===== src/rtl/core/lrc_pkg.sv =====
`timescale 1ns / 1ps
// ----------------------------------------------------------------------------
// lrc_pkg
// Widths, latencies and register codes shared by the line clipper modules.
// ----------------------------------------------------------------------------
package lrc_pkg;

    localparam int COORD_BITS = 16;
    localparam int COEF_W     = COORD_BITS + 1;
    localparam int CONST_W    = 2 * COORD_BITS + 2;
    localparam int PROD_W     = COEF_W + COORD_BITS;
    localparam int NUM_W      = CONST_W + 2;
    localparam int QUO_W      = COORD_BITS;
    localparam int DIV_LAT    = QUO_W + 2;
    localparam int PIPE_DEPTH = DIV_LAT + 4;
    localparam int NUM_LANES  = 4;

    typedef enum logic [1:0] {
        REG_LEFT   = 2'd0,
        REG_RIGHT  = 2'd1,
        REG_TOP    = 2'd2,
        REG_BOTTOM = 2'd3
    } cfg_reg_t;

endpackage


===== src/rtl/core/lrc_div.sv =====
`timescale 1ns / 1ps
// ----------------------------------------------------------------------------
// lrc_div
// Pipelined signed divider, one quotient bit per stage, truncating toward
// zero. Flags a quotient whose magnitude does not fit in QUO_W bits.
// ----------------------------------------------------------------------------
module lrc_div (
    input  logic                                 clk,
    input  logic                                 rst_n,
    input  logic                                 en,
    input  logic signed [lrc_pkg::NUM_W-1:0]     num,
    input  logic        [lrc_pkg::COEF_W-1:0]    den,
    input  logic                                 neg,
    input  logic                                 ok_in,
    output logic signed [lrc_pkg::QUO_W:0]       quo,
    output logic                                 ok_out
);
    import lrc_pkg::*;

    logic [NUM_W-1:0]  mag_reg;
    logic [COEF_W-1:0] den_a_reg;
    logic              neg_a_reg;
    logic              ok_a_reg;

    logic [NUM_W-1:0]  rem_reg  [0:QUO_W];
    logic [QUO_W-1:0]  q_reg    [0:QUO_W];
    logic [COEF_W-1:0] dv_reg   [0:QUO_W];
    logic              neg_reg  [0:QUO_W];
    logic              ok_reg   [0:QUO_W];

    logic [NUM_W-1:0]  rem_next [1:QUO_W];
    logic [QUO_W-1:0]  q_next   [1:QUO_W];
    logic [NUM_W-1:0]  lim;

    assign lim = {{(NUM_W-COEF_W){1'b0}}, den_a_reg} << QUO_W;

    always_comb
    begin
        logic [NUM_W-1:0] dsh;
        dsh = '0;
        for (int k = 0; k < QUO_W; k++)
        begin
            dsh = {{(NUM_W-COEF_W){1'b0}}, dv_reg[k]} << (QUO_W - 1 - k);
            if (rem_reg[k] >= dsh)
            begin
                rem_next[k+1] = rem_reg[k] - dsh;
                q_next[k+1]   = q_reg[k] | (QUO_W'(1) << (QUO_W - 1 - k));
            end
            else
            begin
                rem_next[k+1] = rem_reg[k];
                q_next[k+1]   = q_reg[k];
            end
        end
    end

    always_ff @(posedge clk or negedge rst_n)
    begin
        if (!rst_n)
        begin
            ok_a_reg <= 1'b0;
            for (int k = 0; k <= QUO_W; k++)
            begin
                ok_reg[k] <= 1'b0;
            end
        end
        else if (en)
        begin
            ok_a_reg <= ok_in;
            ok_reg[0] <= ok_a_reg && (mag_reg < lim);
            for (int k = 0; k < QUO_W; k++)
            begin
                ok_reg[k+1] <= ok_reg[k];
            end
        end
    end

    always_ff @(posedge clk)
    begin
        if (en)
        begin
            mag_reg    <= num[NUM_W-1] ? NUM_W'(-num) : NUM_W'(num);
            den_a_reg  <= den;
            neg_a_reg  <= neg;
            rem_reg[0] <= mag_reg;
            q_reg[0]   <= '0;
            dv_reg[0]  <= den_a_reg;
            neg_reg[0] <= neg_a_reg;
            for (int k = 0; k < QUO_W; k++)
            begin
                rem_reg[k+1] <= rem_next[k+1];
                q_reg[k+1]   <= q_next[k+1];
                dv_reg[k+1]  <= dv_reg[k];
                neg_reg[k+1] <= neg_reg[k];
            end
        end
    end

    assign quo    = neg_reg[QUO_W] ? -$signed({1'b0, q_reg[QUO_W]})
                                   : $signed({1'b0, q_reg[QUO_W]});
    assign ok_out = ok_reg[QUO_W];

endmodule


===== config.mk =====
export PLATFORM = sky130hd
export DESIGN_NAME = lrc_div
export DESIGN_NICKNAME = d
export VERILOG_FILES = /design/src/rtl/core/lrc_pkg.sv /design/src/rtl/core/lrc_div.sv
export SDC_FILE = /design/constraint.sdc
export NUM_CORES = 2
export LEC_CHECK = 0
export BUFFER_PORTS_ARGS = -buffer_cell sky130_fd_sc_hd__buf_4
export CORE_UTILIZATION = 45
export DETAILED_ROUTE_END_ITERATION = 8
export REMOVE_ABC_BUFFERS = 1
export SYNTH_ARGS = -nofsm -noshare
export SYNTH_HDL_FRONTEND = slang
export SYNTH_SLANG_ARGS = --single-unit

===== constraint.sdc =====
create_clock -name clk -period 8.17 [get_ports clk]
set_input_delay 0.817 -clock clk [delete_from_list [all_inputs] [get_ports clk]]
set_output_delay 0.817 -clock clk [all_outputs]
set_load 0.005 [all_outputs]

* Yosys cells after proc, flatten, opt, wreduce, memory -nomap -nowiden
Memory sizes are Yosys's and may differ from the RTL's. Index checks and enable logic that the tools add are counted.
Storage, ports and cells: bits in writable memories 1190, register bits after elaboration 72, output and inout bits 18, memories kept 4, word-level logic and storage cells 98
Cells by class: $add $sub $neg 18, multiplexer cells 36, reduce and logical (&&, ||, !) cells 1, order comparisons 17
Memories:
- rem_reg | depth 17, bits a word 36, rd ports 16, clocked after memory_dff 0, write ports 17, RTL line lrc_div.sv:25 | logic [NUM_W-1:0] rem_reg [0:QUO_W];
- dv_reg | depth 17, bits a word 17, rd ports 16, clocked after memory_dff 0, write ports 17, RTL line lrc_div.sv:27 | logic [COEF_W-1:0] dv_reg [0:QUO_W];
- q_reg | depth 17, bits a word 16, rd ports 17, clocked after memory_dff 0, write ports 17, RTL line lrc_div.sv:26 | logic [QUO_W-1:0] q_reg [0:QUO_W];
- neg_reg | depth 17, bits a word 1, rd ports 17, clocked after memory_dff 0, write ports 17, RTL line lrc_div.sv:28 | logic neg_reg [0:QUO_W];
Operator list (count):
- $mux 36 | 16
- $ge 36x17->1 | 1
- $ge 36x18->1 | 1
- $ge 36x19->1 | 1
- $ge 36x20->1 | 1
- $ge 36x21->1 | 1
- $ge 36x22->1 | 1
- $ge 36x23->1 | 1
- $ge 36x24->1 | 1
- $ge 36x25->1 | 1
- $ge 36x26->1 | 1
- $ge 36x27->1 | 1
- $ge 36x28->1 | 1
- $ge 36x29->1 | 1
- $ge 36x30->1 | 1
- $ge 36x31->1 | 1
- $ge 36x32->1 | 1
- $lt 36x33->1 | 1
- $neg 36->36 | 1
- $sub 36x17->36 | 1
- $sub 36x18->36 | 1
- $sub 36x19->36 | 1
- $sub 36x20->36 | 1
- $sub 36x21->36 | 1
- other kinds (31) | 33

* Longest topological paths before layout
An unclocked memory read counts as a cell.
depth after elaboration 3, mapped depth 14, gate-level depth less buffers 13

* Worst setup path after synthesis
Ideal clock, no wire load.
path kind input-to-reg, start in num[4] in the netlist's numbering, end reg mag_reg[33], data pin, required time 7.909 ns, data arrival time 3.342 ns, buffers on the path 0, slack 4.567 ns, stages on the path 8, path through or3_1 or4_4 or4_1 or3_1 or2_1 or3_4 o41ai_4 xnor2_1
Between the ends: word-level cells in the longest chain between the ends 2
RTL lines:
- start, declared | RTL line lrc_div.sv:11 | input logic signed [lrc_pkg::NUM_W-1:0] num,
- $neg 36->36 | RTL line lrc_div.sv:82 | mag_reg <= num[NUM_W-1] ? NUM_W'(-num) : NUM_W'(num);
- $mux 35 | RTL line lrc_div.sv:82
- end signal, assigned | RTL line lrc_div.sv:82
- end, declared | RTL line lrc_div.sv:20 | logic [NUM_W-1:0] mag_reg;
No other way between the ends. A chain may end at the register's enable or synchronous reset.

==> qor.yml <==
routedWlPerCell_um: 16.66
finalMaxSlewViolations: 2
fin_setup_tns_ps: 0
grt_pass1_vias: 34560
antenna_found_initial: 0
fmax_mhz: 205.8
synthTopCellsByArea: "edfxtp_1 59%, ha_1 6.7%, xnor2_1 3.7%"
hold_path_class: "input port to flop"
cpPeakStageDelay_ps: 660
dpl_worst_slack_ps: 3412
async_reset_ff_frac: 0.01678
area_growth_pct: 11.87
r2r-start: "rem_reg[0][384]"
htreeDepth: 3
worstMarginPinSlew_ps: 1526
netlist.area_leader.share: 0.5884
largest_reg_flops: 576
crit_type: "flop to flop"
skew_ps: 18.27
cp.arrival_ps: 5280
pwr-share-comb: 0.299
post-route-util: 0.5087
critPathRequiredTime_ps: 8590
crit_path_cell_trace: "or4_1 > or4_1 > nor2_1 > nand4_1 > a211oi_1 > nor4_2 > buf_4 > or4_1 > nor4_1 > xor2_1"
pwr-share-seq: 0.428
synth_area_per_cell_um2: 12.16
crit_slowest_cell: "nor2_1"
cts-hold-fix-buffers: 1
final_cell_mix: "1055 x edfxtp_1, 374 x inv_1, 310 x nor2_1, 306 x a21oi_1, 290 x ha_1"
synth_ff_type: "edfxtp_1"
drcViolationCount: 0
fin_crit_ps: 4858
p_int_mw: 12.80
dieArea_mm2: 0.1210
finalWorstSetupSlack_ps: 3312
globalplace.congestion: 0.9239
final_layout_size_suffix_gt1_frac: 0.08662
via_per_inst: 5.308
fin_nets: 4934
fill_cells: 10280
stdcell_count: 6264
p_sw_mw: 5.907
hp-start: "den[5]"
synth_cell_types: 80
cp_common_cell: "or4_1"
vias: 33250
outcome: "finished, violations left"
dr.pass1.iters: 5
clock-sinks: 1073
setup.worst_path.start: "rem_reg[0][384]"
drv_cap: 1
p_leak_nw: 22.86
cts_tree: "done"
syn_inst: 4429
chipWidth_um: 347.9
ys_seq_elements: 1073
place_area_mm2: 0.05646
slew_headroom: -0.02695
initial_core_util: 0.4547
setup_viol: 0
failed_checks: "capacitance limit, slew limit"
yosysWarnings: 0
switching_share: 0.3157
final_common_cell: "edfxtp_1"
grt_usage: 0.1716
yosysTopAreaCell: "edfxtp_1"
drtIter0Drc: 1580
hold_viol_final: 0
r2r-end: "rem_reg[0][423]"
grt_pass1_wl_um: 166800
ios: 76
rsz0062_at_grt: "no"
synth-edff-count: 1055
clock_path_buffers: 3
cts-root-buf: "clkbuf_16"
critPathMaxFanout: 38
holdWs_ps: 290.4
numCtsBuffers: 115
synth_area_mm2: 0.05384
clk_latency_ps: 700
placedCellCount: 6053
hpwl_um: 76970
worst_setup_path_start_kind: "flop"
r2r_cells: 10
cts_setup_buffers: 0
cts-resized-gates: 0
final_antenna_net_count: 0
grt_overflow: 0
place.port_buffers: 75
wl_um: 104300
yosysSeqAreaShare: 0.5968
r2r_slack_ps: 3310
p_total_mw: 18.71
ir_worst_vdd_mv: 0.2018
setup.worst_path.end: "rem_reg[0][423]"
diodes: 0
power_frac_clock: 0.273
grt_start_max_net_pins: 178
p_per_area_mw_per_mm2: 310.6
rows: 126
crit_path_end_kind: "flop"
fin_area_mm2: 0.06023
path_clk_slew_ps: 60
die-height_um: 347.9
timing.final.crit_share: 0.5946
design.core.area_mm2: 0.1184
==> power groups by stage <==
stage	clock network (mW)	logic [mW]	registers, mW
global placement	0	5.47	8.09
floorplan	0	4.23	7.91
global route	5.45	6.22	8.12
finish	5.11	5.60	8.01
detailed placement	0	5.54	8.11
CTS	5.26	5.57	8.00
==> layout make-up <==
cell class,count,area (um^2),area share
sequential,1073,32130,0.5334
multi-input combinational,2898,20070,0.3331
clock buffer,135,3015,0.05006
tap,1600,2002,0.03324
inverter,376,1411,0.02343
timing repair buffer,107,863.3,0.01433
clock inverter,75,744.5,0.01236
==> worst min-delay path by stage <==
stage / cells past startpoint / slack (ps) / to
final: 1 / 290 / den_a_reg[5]
after global routing: 1 / 230 / den_a_reg[5]
after CTS: 1 / 220 / den_a_reg[5]
after detailed placement: 0 / 400 / neg_reg[0][0]
after global placement: 0 / 400 / q_reg[15][3]
after floorplan: 0 / 400 / neg_reg[0][0]
==> critical path, delay by kind of cell (launching register included) <==
family                    cells  cell delay [ps]
and+or+nand+nor               7             3220
xor gates and xnor gates      1              110
buffers and inverters         1              260
DFF                           1              470
AOI/OAI and AO/OA             1              530
==> logic make-up (layout without fill, tap and decap cells) <==
family	after synthesis	after routing	share of synthesized area
AO/OA/AOI/OAI	940	940	0.1085
adder cells (fa/ha/maj)	305	305	0.07297
XOR/XNOR	397	397	0.06458
AND/OR/NAND/NOR	1191	1191	0.1115
multiplexers	65	65	0.01353
flip-flops	1073	1073	0.5968
buffers and inverters	458	693	0.03212
==> Yosys cell counts (54+ instances only) <==
| library cell | instances |
|---|---|
| mux2_2 | 62 |
| a21oi_1 | 306 |
| nor2_1 | 310 |
| nand2_1 | 270 |
| o21ai_0 | 237 |
| xnor2_1 | 225 |
| nand2b_1 | 54 |
| inv_1 | 374 |
| ha_1 | 290 |
| xor2_1 | 172 |
| a21o_1 | 107 |
| clkbuf_1 | 68 |
| edfxtp_1 | 1055 |
| nor2b_1 | 59 |
| nor4_1 | 70 |
| nand3_1 | 75 |
| nor3_1 | 90 |
==> metal layers <==
| layer | track usage | wire length, um | vias up |
|---|---|---|---|
| met5 | 0 | 0 | - |
| met4 | 0.1046 | 6481 | 0 |
| met3 | 0.02479 | 2747 | 312 |
| met2 | 0.3555 | 59050 | 584 |
| met1 | 0.1506 | 36050 | 15690 |
| li1 | - | - | 16660 |
(Power assumes the default switching activity.)
